==> config.mk <==
export PLATFORM = sky130hd
export DESIGN_NAME = nine_bit_datagram_filter_flat
export DESIGN_NICKNAME = d
export VERILOG_FILES = /design/src/rtl/nbdf_pkg.sv /design/src/rtl/nbdf_if.sv /design/src/rtl/nbdf_cfg.sv /design/src/rtl/nbdf_core.sv /design/src/rtl/nbdf_out_buf.sv /design/src/rtl/nine_bit_datagram_filter.sv /design/src/flat_wrapper.sv
export SDC_FILE = /design/constraint.sdc
export NUM_CORES = 1
export LEC_CHECK = 0
export BUFFER_PORTS_ARGS = -buffer_cell sky130_fd_sc_hd__buf_2
export CORE_ASPECT_RATIO = 0.7
export CORE_MARGIN = 4
export CORE_UTILIZATION = 59
export DETAILED_ROUTE_END_ITERATION = 16
export PLACE_DENSITY_LB_ADDON = 0.25
export SLEW_MARGIN = 5
export SYNTH_ARGS = -nofsm -noshare
export SYNTH_HDL_FRONTEND = slang
export SYNTH_SLANG_ARGS = --single-unit
==> constraint.sdc <==
create_clock -name clk -period 3.5 [get_ports clk]
set_clock_uncertainty 0.1 [all_clocks]
set_input_delay 0.7 -clock clk [delete_from_list [all_inputs] [get_ports clk]]
set_output_delay 0.7 -clock clk [all_outputs]
set_load 0.01 [all_outputs]
==> src/rtl/nbdf_pkg.sv <==
// ----------------------------------------------------------------------------
// nbdf_pkg
// Types and constants shared by the nine-bit datagram filter.
// ----------------------------------------------------------------------------
package nbdf_pkg;

    typedef enum logic [1:0] {
        PH_HUNT = 2'd0,
        PH_ATTR = 2'd1,
        PH_DATA = 2'd2
    } phase_t;

    localparam logic [1:0] ST_STORED   = 2'd0;
    localparam logic [1:0] ST_DONE     = 2'd1;
    localparam logic [1:0] ST_OVERFLOW = 2'd2;

    localparam int CFG_IDX_W  = 3;
    localparam int CFG_DATA_W = 8;

    localparam logic [CFG_IDX_W-1:0] REG_ID_A    = 3'd0;
    localparam logic [CFG_IDX_W-1:0] REG_ID_B    = 3'd1;
    localparam logic [CFG_IDX_W-1:0] REG_ID_C    = 3'd2;
    localparam logic [CFG_IDX_W-1:0] REG_ID_D    = 3'd3;
    localparam logic [CFG_IDX_W-1:0] REG_MIN_LEN = 3'd4;

    localparam logic [7:0] RST_ID_A    = 8'h00;
    localparam logic [7:0] RST_ID_B    = 8'h10;
    localparam logic [7:0] RST_ID_C    = 8'h11;
    localparam logic [7:0] RST_ID_D    = 8'h20;
    localparam logic [3:0] RST_MIN_LEN = 4'd3;

    // common width for position / length compares
    localparam int CMP_W = 6;

    typedef struct packed {
        logic [7:0] id_a;
        logic [7:0] id_b;
        logic [7:0] id_c;
        logic [7:0] id_d;
        logic [3:0] min_length;
    } cfg_t;

    typedef struct packed {
        logic [7:0] byte_value;
        logic [4:0] byte_index;
        logic       last;
        logic [1:0] status;
    } result_t;

endpackage

==> src/rtl/nbdf_if.sv <==
// ----------------------------------------------------------------------------
// nbdf_serial_if / nbdf_result_if
// Valid/ready channels for incoming serial words and outgoing results.
// ----------------------------------------------------------------------------
interface nbdf_serial_if;
    logic       valid;
    logic       ready;
    logic       command_flag;
    logic [7:0] word_byte;

    modport source (output valid, output command_flag, output word_byte, input ready);
    modport sink   (input valid, input command_flag, input word_byte, output ready);
endinterface

interface nbdf_result_if;
    logic       valid;
    logic       ready;
    logic [7:0] byte_value;
    logic [4:0] byte_index;
    logic       last;
    logic [1:0] status;

    modport source (output valid, output byte_value, output byte_index, output last,
                    output status, input ready);
    modport sink   (input valid, input byte_value, input byte_index, input last,
                    input status, output ready);
endinterface

==> src/rtl/nbdf_cfg.sv <==
// ----------------------------------------------------------------------------
// nbdf_cfg
// Configuration register file: accepted identifiers and minimum length.
// ----------------------------------------------------------------------------
module nbdf_cfg (
    input  logic                           clk,
    input  logic                           rst_n,
    input  logic                           cfg_we,
    input  logic [nbdf_pkg::CFG_IDX_W-1:0]  cfg_index,
    input  logic [nbdf_pkg::CFG_DATA_W-1:0] cfg_data,
    output nbdf_pkg::cfg_t                 cfg
);
    import nbdf_pkg::*;

    cfg_t cfg_reg;
    cfg_t cfg_next;

    always_comb
    begin
        cfg_next = cfg_reg;
        if (cfg_we)
        begin
            case (cfg_index)
                REG_ID_A:    cfg_next.id_a       = cfg_data;
                REG_ID_B:    cfg_next.id_b       = cfg_data;
                REG_ID_C:    cfg_next.id_c       = cfg_data;
                REG_ID_D:    cfg_next.id_d       = cfg_data;
                REG_MIN_LEN: cfg_next.min_length = cfg_data[3:0];
                default:     cfg_next            = cfg_reg;
            endcase
        end
    end

    always_ff @(posedge clk or negedge rst_n)
    begin
        if (!rst_n)
        begin
            cfg_reg.id_a       <= RST_ID_A;
            cfg_reg.id_b       <= RST_ID_B;
            cfg_reg.id_c       <= RST_ID_C;
            cfg_reg.id_d       <= RST_ID_D;
            cfg_reg.min_length <= RST_MIN_LEN;
        end
        else
        begin
            cfg_reg <= cfg_next;
        end
    end

    assign cfg = cfg_reg;

endmodule

==> src/rtl/nbdf_core.sv <==
// ----------------------------------------------------------------------------
// nbdf_core
// Datagram framing state machine; forms at most one result per word.
// ----------------------------------------------------------------------------
module nbdf_core #(
    parameter int BUFFER_CAPACITY = 16
) (
    input  logic              clk,
    input  logic              rst_n,
    input  logic              accept,
    input  logic              command_flag,
    input  logic [7:0]        word_byte,
    input  nbdf_pkg::cfg_t    cfg,
    output logic              has_result,
    output nbdf_pkg::result_t result
);
    import nbdf_pkg::*;

    localparam int POS_W = $clog2(BUFFER_CAPACITY + 1);

    phase_t           phase_reg, phase_next;
    logic [POS_W-1:0] pos_reg, pos_next;
    logic [4:0]       tlen_reg, tlen_next;

    logic [POS_W-1:0] pos_inc;
    logic             id_hit;
    logic             room;
    logic             ends;

    assign pos_inc = pos_reg + POS_W'(1);
    assign id_hit  = command_flag &&
                     (word_byte == cfg.id_a || word_byte == cfg.id_b ||
                      word_byte == cfg.id_c || word_byte == cfg.id_d);
    assign room    = pos_reg < POS_W'(BUFFER_CAPACITY);
    assign ends    = CMP_W'(pos_inc) >= CMP_W'(tlen_reg);

    // next state
    always_comb
    begin
        phase_next = phase_reg;
        pos_next   = pos_reg;
        tlen_next  = tlen_reg;
        if (accept)
        begin
            case (phase_reg)
                PH_ATTR:
                begin
                    tlen_next  = 5'({1'b0, word_byte[3:0]}) + 5'({1'b0, cfg.min_length});
                    pos_next   = pos_inc;
                    phase_next = PH_DATA;
                end
                PH_DATA:
                begin
                    if (room)
                    begin
                        pos_next = pos_inc;
                        if (ends)
                        begin
                            phase_next = PH_HUNT;
                        end
                    end
                    else
                    begin
                        phase_next = PH_HUNT;
                    end
                end
                default:
                begin
                    phase_next = PH_HUNT;
                    if (id_hit)
                    begin
                        pos_next   = POS_W'(1);
                        phase_next = PH_ATTR;
                    end
                end
            endcase
        end
    end

    // outputs
    always_comb
    begin
        has_result        = 1'b0;
        result.byte_value = word_byte;
        result.byte_index = 5'(CMP_W'(pos_reg));
        result.last       = 1'b0;
        result.status     = ST_STORED;
        case (phase_reg)
            PH_ATTR:
            begin
                has_result        = accept;
                result.byte_value = {4'd0, word_byte[3:0]};
            end
            PH_DATA:
            begin
                has_result = accept;
                if (!room)
                begin
                    result.byte_value = 8'd0;
                    result.byte_index = 5'd0;
                    result.last       = 1'b1;
                    result.status     = ST_OVERFLOW;
                end
                else if (ends)
                begin
                    result.last   = 1'b1;
                    result.status = ST_DONE;
                end
            end
            default:
            begin
                has_result        = accept && id_hit;
                result.byte_index = 5'd0;
            end
        endcase
    end

    always_ff @(posedge clk or negedge rst_n)
    begin
        if (!rst_n)
        begin
            phase_reg <= PH_HUNT;
            pos_reg   <= '0;
            tlen_reg  <= '0;
        end
        else
        begin
            phase_reg <= phase_next;
            pos_reg   <= pos_next;
            tlen_reg  <= tlen_next;
        end
    end

endmodule

==> src/rtl/nbdf_out_buf.sv <==
// ----------------------------------------------------------------------------
// nbdf_out_buf
// Result register with a skid word; input stalls only when both words are full.
// ----------------------------------------------------------------------------
module nbdf_out_buf (
    input  logic              clk,
    input  logic              rst_n,
    input  logic              push,
    input  nbdf_pkg::result_t push_word,
    output logic              can_take,
    output logic              out_valid,
    input  logic              out_ready,
    output nbdf_pkg::result_t out_word
);
    import nbdf_pkg::*;

    logic    out_valid_reg, out_valid_next;
    logic    skid_valid_reg, skid_valid_next;
    result_t out_word_reg, out_word_next;
    result_t skid_word_reg, skid_word_next;
    logic    pop;

    assign pop      = out_valid_reg && out_ready;
    assign can_take = !skid_valid_reg;

    always_comb
    begin
        out_valid_next  = out_valid_reg;
        skid_valid_next = skid_valid_reg;
        out_word_next   = out_word_reg;
        skid_word_next  = skid_word_reg;
        if (pop)
        begin
            if (skid_valid_reg)
            begin
                out_word_next   = skid_word_reg;
                skid_valid_next = 1'b0;
            end
            else if (push)
            begin
                out_word_next = push_word;
            end
            else
            begin
                out_valid_next = 1'b0;
            end
        end
        else if (push)
        begin
            if (!out_valid_reg)
            begin
                out_word_next  = push_word;
                out_valid_next = 1'b1;
            end
            else
            begin
                skid_word_next  = push_word;
                skid_valid_next = 1'b1;
            end
        end
    end

    always_ff @(posedge clk or negedge rst_n)
    begin
        if (!rst_n)
        begin
            out_valid_reg  <= 1'b0;
            skid_valid_reg <= 1'b0;
        end
        else
        begin
            out_valid_reg  <= out_valid_next;
            skid_valid_reg <= skid_valid_next;
        end
    end

    always_ff @(posedge clk)
    begin
        out_word_reg  <= out_word_next;
        skid_word_reg <= skid_word_next;
    end

    assign out_valid = out_valid_reg;
    assign out_word  = out_word_reg;

endmodule

==> src/rtl/nine_bit_datagram_filter.sv <==
// Each result is registered into the output stage when the word that causes it is accepted.
// Throughput: one word per cycle while the output stage is not full.
// A two-word output stage holds results while the sink stalls; input stalls only
// when both output words are full.
// Reset (rst_n low, asynchronous): hunting, no results pending, registers at defaults.
// ----------------------------------------------------------------------------
// nine_bit_datagram_filter
// Frames datagrams with accepted identifiers out of a nine-bit word stream.
// ----------------------------------------------------------------------------
module nine_bit_datagram_filter #(
    parameter int BUFFER_CAPACITY = 16
) (
    input  logic                            clk,
    input  logic                            rst_n,
    nbdf_serial_if.sink                     serial,
    nbdf_result_if.source                   datagram,
    input  logic                            cfg_we,
    input  logic [nbdf_pkg::CFG_IDX_W-1:0]  cfg_index,
    input  logic [nbdf_pkg::CFG_DATA_W-1:0] cfg_data
);
    import nbdf_pkg::*;

    cfg_t    cfg;
    logic    accept;
    logic    can_take;
    logic    has_result;
    result_t result;
    result_t out_word;

    assign serial.ready = can_take;
    assign accept       = serial.valid && can_take;

    nbdf_cfg u_cfg (
        .clk       (clk),
        .rst_n     (rst_n),
        .cfg_we    (cfg_we),
        .cfg_index (cfg_index),
        .cfg_data  (cfg_data),
        .cfg       (cfg)
    );

    nbdf_core #(
        .BUFFER_CAPACITY (BUFFER_CAPACITY)
    ) u_core (
        .clk          (clk),
        .rst_n        (rst_n),
        .accept       (accept),
        .command_flag (serial.command_flag),
        .word_byte    (serial.word_byte),
        .cfg          (cfg),
        .has_result   (has_result),
        .result       (result)
    );

    nbdf_out_buf u_out (
        .clk       (clk),
        .rst_n     (rst_n),
        .push      (has_result),
        .push_word (result),
        .can_take  (can_take),
        .out_valid (datagram.valid),
        .out_ready (datagram.ready),
        .out_word  (out_word)
    );

    assign datagram.byte_value = out_word.byte_value;
    assign datagram.byte_index = out_word.byte_index;
    assign datagram.last       = out_word.last;
    assign datagram.status     = out_word.status;

endmodule

==> src/flat_wrapper.sv <==
// flat-port wrapper written by rule: the top's interface ports become plain ports
module nine_bit_datagram_filter_flat import nbdf_pkg::*;
#(
    parameter int BUFFER_CAPACITY = 16
)
  (clk, rst_n, cfg_we, cfg_index, cfg_data, serial_valid, serial_command_flag, serial_word_byte, serial_ready, datagram_valid, datagram_byte_value, datagram_byte_index, datagram_last, datagram_status, datagram_ready);
  nbdf_serial_if serial_i ();
  nbdf_result_if datagram_i ();
  input  logic clk;
  input  logic rst_n;
  input  logic cfg_we;
  input  logic [nbdf_pkg::CFG_IDX_W-1:0] cfg_index;
  input  logic [nbdf_pkg::CFG_DATA_W-1:0] cfg_data;
  input wire logic [$bits(serial_i.valid)-1:0] serial_valid;
  input wire logic [$bits(serial_i.command_flag)-1:0] serial_command_flag;
  input wire logic [$bits(serial_i.word_byte)-1:0] serial_word_byte;
  output wire logic [$bits(serial_i.ready)-1:0] serial_ready;
  output wire logic [$bits(datagram_i.valid)-1:0] datagram_valid;
  output wire logic [$bits(datagram_i.byte_value)-1:0] datagram_byte_value;
  output wire logic [$bits(datagram_i.byte_index)-1:0] datagram_byte_index;
  output wire logic [$bits(datagram_i.last)-1:0] datagram_last;
  output wire logic [$bits(datagram_i.status)-1:0] datagram_status;
  input wire logic [$bits(datagram_i.ready)-1:0] datagram_ready;
  assign serial_i.valid = serial_valid;
  assign serial_i.command_flag = serial_command_flag;
  assign serial_i.word_byte = serial_word_byte;
  assign serial_ready = serial_i.ready;
  assign datagram_valid = datagram_i.valid;
  assign datagram_byte_value = datagram_i.byte_value;
  assign datagram_byte_index = datagram_i.byte_index;
  assign datagram_last = datagram_i.last;
  assign datagram_status = datagram_i.status;
  assign datagram_i.ready = datagram_ready;
  nine_bit_datagram_filter #(.BUFFER_CAPACITY(BUFFER_CAPACITY)) u_core (.clk(clk), .rst_n(rst_n), .serial(serial_i), .datagram(datagram_i), .cfg_we(cfg_we), .cfg_index(cfg_index), .cfg_data(cfg_data));
endmodule
### After elaboration in Yosys (flattened, before gate mapping)

Index checks and enable logic that the tools add are counted.

* register bits after elaboration: 82
* output and inout bits: 18
* logic and storage cells: 90

* $add $sub $neg: 2
* magnitude comparators: 2
* equality and inequality tests: 15
* mux-type cells: 26
* bitwise operators: 1
* reduce and logical (&&, ||, !) cells: 26

Operator list (count)
* 2-to-1 mux 16 bit: 5
* equality test 8 bit: 4
* one-hot mux 5 bit (2 select lines): 2
* one-hot mux 8 bit (2 select lines): 1
* AND reduction 2 bit: 8
* 2-to-1 mux 13 bit: 1
* AND reduction 3 bit: 4
* 2-to-1 mux 5 bit: 2
* 2-to-1 mux 1 bit: 9
* 2-to-1 mux 3 bit: 3
* equality test 3 x 2 -> 1 bit, second input constant: 2
* != test 2 bit, second input constant: 3
* nonzero test 2 bit: 3
* adder 4 x 4 -> 5 bit: 1
* adder 5 x 1 -> 5 bit, second input constant: 1
* >= comparator 5 bit: 1
* < comparator 5 bit, second input constant: 1
* logical AND 1 bit: 4
* 2-to-1 mux 2 bit: 2
* one-hot mux 2 bit (2 select lines): 1
* equality test 3 x 1 -> 1 bit, second input constant: 1
* equality test 3 bit, second input constant: 1
* logical NOT 3 bit: 1
* logical OR 1 bit: 3
* 8 further kinds: 8

### Longest topological paths before layout

* word-level depth: 10
* gate-level depth with buffers: 10

### Modules after synthesis

From an unflattened synthesis, not the netlist that was laid out.

* cells, all modules: 305
* area, all modules: 4165.2 µm²

Modules (own cells, without submodules)
* nbdf_core: times used 1, cells an instance 163, area an instance 1457.6 µm²
* nbdf_cfg: times used 1, cells an instance 79, area an instance 1388.8 µm²
* nbdf_out_buf: times used 1, cells an instance 62, area an instance 1312.5 µm²
* nine_bit_datagram_filter: times used 1, cells an instance 1, area an instance 6.3 µm²

### Least setup slack after synthesis

No wires, ideal clock.

* kind: input to register
* from: input serial_word_byte[0]
* to: register u_core.u_out.out_word_reg (netlist bit u_core.u_out.out_word[0]) (enable)
* setup time: 0.399 ns
* arrival: 2.819 ns
* setup slack: 0.183 ns
* stages on the path: 10
* buffers on the path: 1
* cell sequence: buf_4 xnor2_1 nand4_1 nor2_1 o41ai_4 a21o_1 ha_1 inv_1 o221ai_1 a31oi_1

* word-level cells in the longest chain between the ends: 9
* elaborated cells on any way between the ends: 13

Ends and longest elaborated chain
* start, declared: line flat_wrapper.sv:16 `input wire logic [$bits(serial_i.word_byte)-1:0] serial_word_byte;`
* equality test 8 bit: line nbdf_core.sv:32 `(word_byte == cfg.id_a || word_byte == cfg.id_b ||`
* logical OR 1 bit (2 in series): line nbdf_core.sv:32
* logical OR 1 bit (*): line nbdf_core.sv:33 `word_byte == cfg.id_c || word_byte == cfg.id_d);`
* logical AND 1 bit (*): line nbdf_core.sv:31 `assign id_hit = command_flag &&`
* logical AND 1 bit (*): line nbdf_core.sv:112 `has_result = accept && id_hit;`
* 2-to-1 mux 1 bit (*): line nbdf_core.sv:88 `case (phase_reg)`
* nonzero test 2 bit (no source line)
* AND reduction 3 bit (no source line) (*)
* end signal, assigned: line nbdf_out_buf.sv:79 `out_word_reg <= out_word_next;`
* end, declared: line nbdf_out_buf.sv:19 `result_t out_word_reg, out_word_next;`

Mark *: on every way between the ends. The rest lies on a longest branch, timed or not.
A chain may end at the register's enable or synchronous reset.

### Worst setup path after layout

* from: input serial_word_byte[2]
* to: register u_core.u_out.out_word_reg (netlist bit u_core.u_out.out_word[10]) (enable)

Same word-level chain as after synthesis.

==> flow_summary.yaml <==
status:
  status: "completed"
floorplanning:
  core_mm2: 0.00646
  die_area_mm2: 0.00830
  initial_utilization_pct: 62.9
  num_io_pins: 43
  die_h_um: 77.4
  die_w_um: 107
  rows: 24
sta:
  rsz0062_at_grt: "no"
  clock.fmax_mhz: 368
  finalSetupViolCount: 0
  setup_tns_ps: 0
  slew_viol_final: 0
  tightest_slew_ps: 1140
  layout_min_cycle_time_ps: 2720
  max-slew-margin-rel_pct: 23.9
  timing.final.hold_violations: 0
  period_share_pct: 77.6
synth:
  syn_nets: 355
  synth_cell_types: 41
  synth_area_leaders: "dfrtp_1 (27%), edfxtp_1 (24%), mux2_2 (13%), xnor2_1 (7.3%), ha_1 (4.0%)"
  synth_top_flop_cell: "dfrtp_1"
  synth_area_mm2: 0.00406
  yosys_warnings: 0
  async_reset_ff_share_pct: 61.0
  synth_edf_count: 32
  synth_top_area_share_pct: 27.1
  synth-seq-area-share_pct: 54.7
  synth_area_leader_cell: "dfrtp_1"
  syn_inst: 316
  synth_seq_cells: 82
  syn_avg_cell_area_um2: 12.9
setup_path:
  critPathLaunchType: "input port"
  cpMaxStageDelayCell: "buf_4"
  crit_fanout: 16
  slowest_delay_ps: 260
  critPathArrivalTime_ps: 2680
  path_class: "input port to flop"
  crit_required_ps: 3460
  cp_cell_sequence: "buf_2 -> xnor2_1 -> nand4_1 -> nor2_1 -> o41ai_4 -> a21o_1 -> ha_1 -> inv_1 -> o221ai_1 -> a31oi_1 -> buf_4"
  end_kind: "flop"
drt:
  vias: 2571
  wirelength_um: 7920
  drt_iter0_markers: 101
  ant_nets: 0
  avgViaCountPerCell: 5.60
  drc_errors: 0
  routedWlPerCell_um: 17.3
  first_pass_iters: 4
place:
  dp_hpwl_um: 5720
  io_buffers: 42
  place.gp.congestion: 0.901
  dpl_cell_area_mm2: 0.00436
  placed_cells: 443
final_layout:
  final_nets: 402
  largest_reg_flops: 36
  multiInputGateArea_mm2: 0.00170
  area_growth_pct: 13.8
  drive_gt1_share_pct: 33.2
  ff_latch_area_mm2: 0.00222
  instances_no_fill: 459
  final_area_mm2: 0.00462
  antenna_cells: 0
  post-route-util_pct: 71.6
  filler_cell_count: 451
global_routing:
  grt_pass1_vias: 2472
  grt.overflow.total: 0
  grt_pass1_wl_um: 12900
  track_usage_pct: 20.6
  grt_max_degree: 51
  antenna_found_initial: 0
clock_network:
  cts.sinks: 82
  cts_buffer_depth: 2
  cts_buffers: 9
  cts_tree: "done"
  path_clk_slew_ps: 80
  cts-root-buf: "clkbuf_8"
  insertion_delay_ps: 370
  cts_hold_buf: 0
  postCtsSetupBuffers: 0
  htreeDepth: 3
  cts_resized: 0
worst_hold_path:
  min_path_type: "flop to flop"
power_and_ir_drop:
  power.leakage_nw: 1.87
  finalPower_mw: 2.90
  combinationalPowerShare_pct: 24.0
  p_int_mw: 2.07
  p_clk_share_pct: 30.7
  p_sw_uw: 828
  p_sw_share_pct: 28.5
  seqPwrFrac_pct: 45.3
  vdd_drop_max_mv: 0.316
  power_density_mw_per_mm2: 628
run:
  drv_cap: 0
[Yosys cell counts, drive strengths merged, types with 2 or more instances]
master / number
inv: 17
nor2: 12
a21o: 6
o211ai: 3
nand2: 18
edfxtp: 32
ha: 13
nor4bb: 2
mux2: 51
nand3: 3
clkbuf: 3
o21ai: 10
xnor2: 34
and2: 8
o31ai: 3
nor3: 5
dfrtp: 44
nor2b: 6
a21oi: 5
mux2i: 3
dfstp: 6
xor2: 3
nand4: 8
buf: 9
[power by group through the flow]
stage | sequential (mW) | clock (mW) | combinational, mW
2_1_floorplan | 1.31 | 0 | 0.498
3_3_place_gp | 1.32 | 0 | 0.668
3_5_place_dp | 1.33 | 0 | 0.689
4_1_cts | 1.31 | 0.910 | 0.698
5_1_grt | 1.33 | 0.948 | 0.779
6_report | 1.31 | 0.891 | 0.696
[final cells by class]
| class | count | share of cell area (%) |
|---|---|---|
| flip-flops and latches | 82 | 48.0 |
| multi-input cells | 205 | 36.9 |
| repair buffers | 48 | 5.52 |
| clock inverters | 7 | 3.03 |
| clock buffers | 9 | 2.68 |
| well taps | 91 | 2.46 |
| inverters | 17 | 1.38 |
[final timing paths]
path                                           startpoint                   endpoint  slack (ps)  cells after the start
worst max register to register        u_core.u_cfg.cfg[9]  u_core.u_out.out_word[10]         870                     10
worst max-delay path                  serial_word_byte[2]  u_core.u_out.out_word[10]         780                     11
worst min register to register  u_core.u_core.tlen_reg[2]  u_core.u_core.tlen_reg[2]         390                      2
min in group asynchronous                           rst_n  u_core.u_core.tlen_reg[0]         440                      1
max in group asynchronous                           rst_n       u_core.u_cfg.cfg[26]        2150                      1
worst min-delay path            u_core.u_core.tlen_reg[2]  u_core.u_core.tlen_reg[2]         390                      2
[worst max-delay path: cells and delay by family]
family                     cells  cell delay (ps)
adders and majority gates      1              210
AOI/OAI and AO/OA              4              670
buffers and inverters          3              480
and+or+nand+nor                2              390
xor gates and xnor gates       1              230
[cell usage in the layout (no fill, tap or decap), types with 6 or more instances in the layout]
master and instances:
mux2_2 48, dfrtp_1 44, buf_2 42, xnor2_1 34, edfxtp_1 32, nand2_1 18, inv_1 17, ha_1 13
nor2_1 12, o21ai_0 9, clkbuf_8 9, and2_1 8, nand4_1 8, nor2b_1 6, a21o_1 6, buf_4 6
dfstp_2 6
[per-stage QoR]
stage          worst slack, ps  hold slack, ps
2_1_floorplan              183             304
3_3_place_gp               514             365
3_5_place_dp               469             377
4_1_cts                    791             396
5_1_grt                    629             416
6_report                   785             392
[layer usage]
layer | track usage (%) | routed length, µm | share of wire, %
met1 | 31.5 | 3900 | 49
met2 | 27.7 | 3290 | 42
met3 | 7.21 | 617 | 7.8
met4 | 6.13 | 120 | 1.5
met5 | 0 | 0 | 0
[cell families (layout without fill, tap and decap cells)]
family                   Yosys count  in the layout  share of synthesized area, %
AO/OA/AOI/OAI                     33             33                          5.79
XOR/XNOR                          37             37                          7.98
adder cells (fa/ha/maj)           14             14                          4.50
buffers and inverters             29             81                          3.51
flip-flops                        82             82                          54.7
multiplexers                      54             54                          14.9
AND/OR/NAND/NOR                   67             67                          8.69
(Power assumes the default switching activity.)
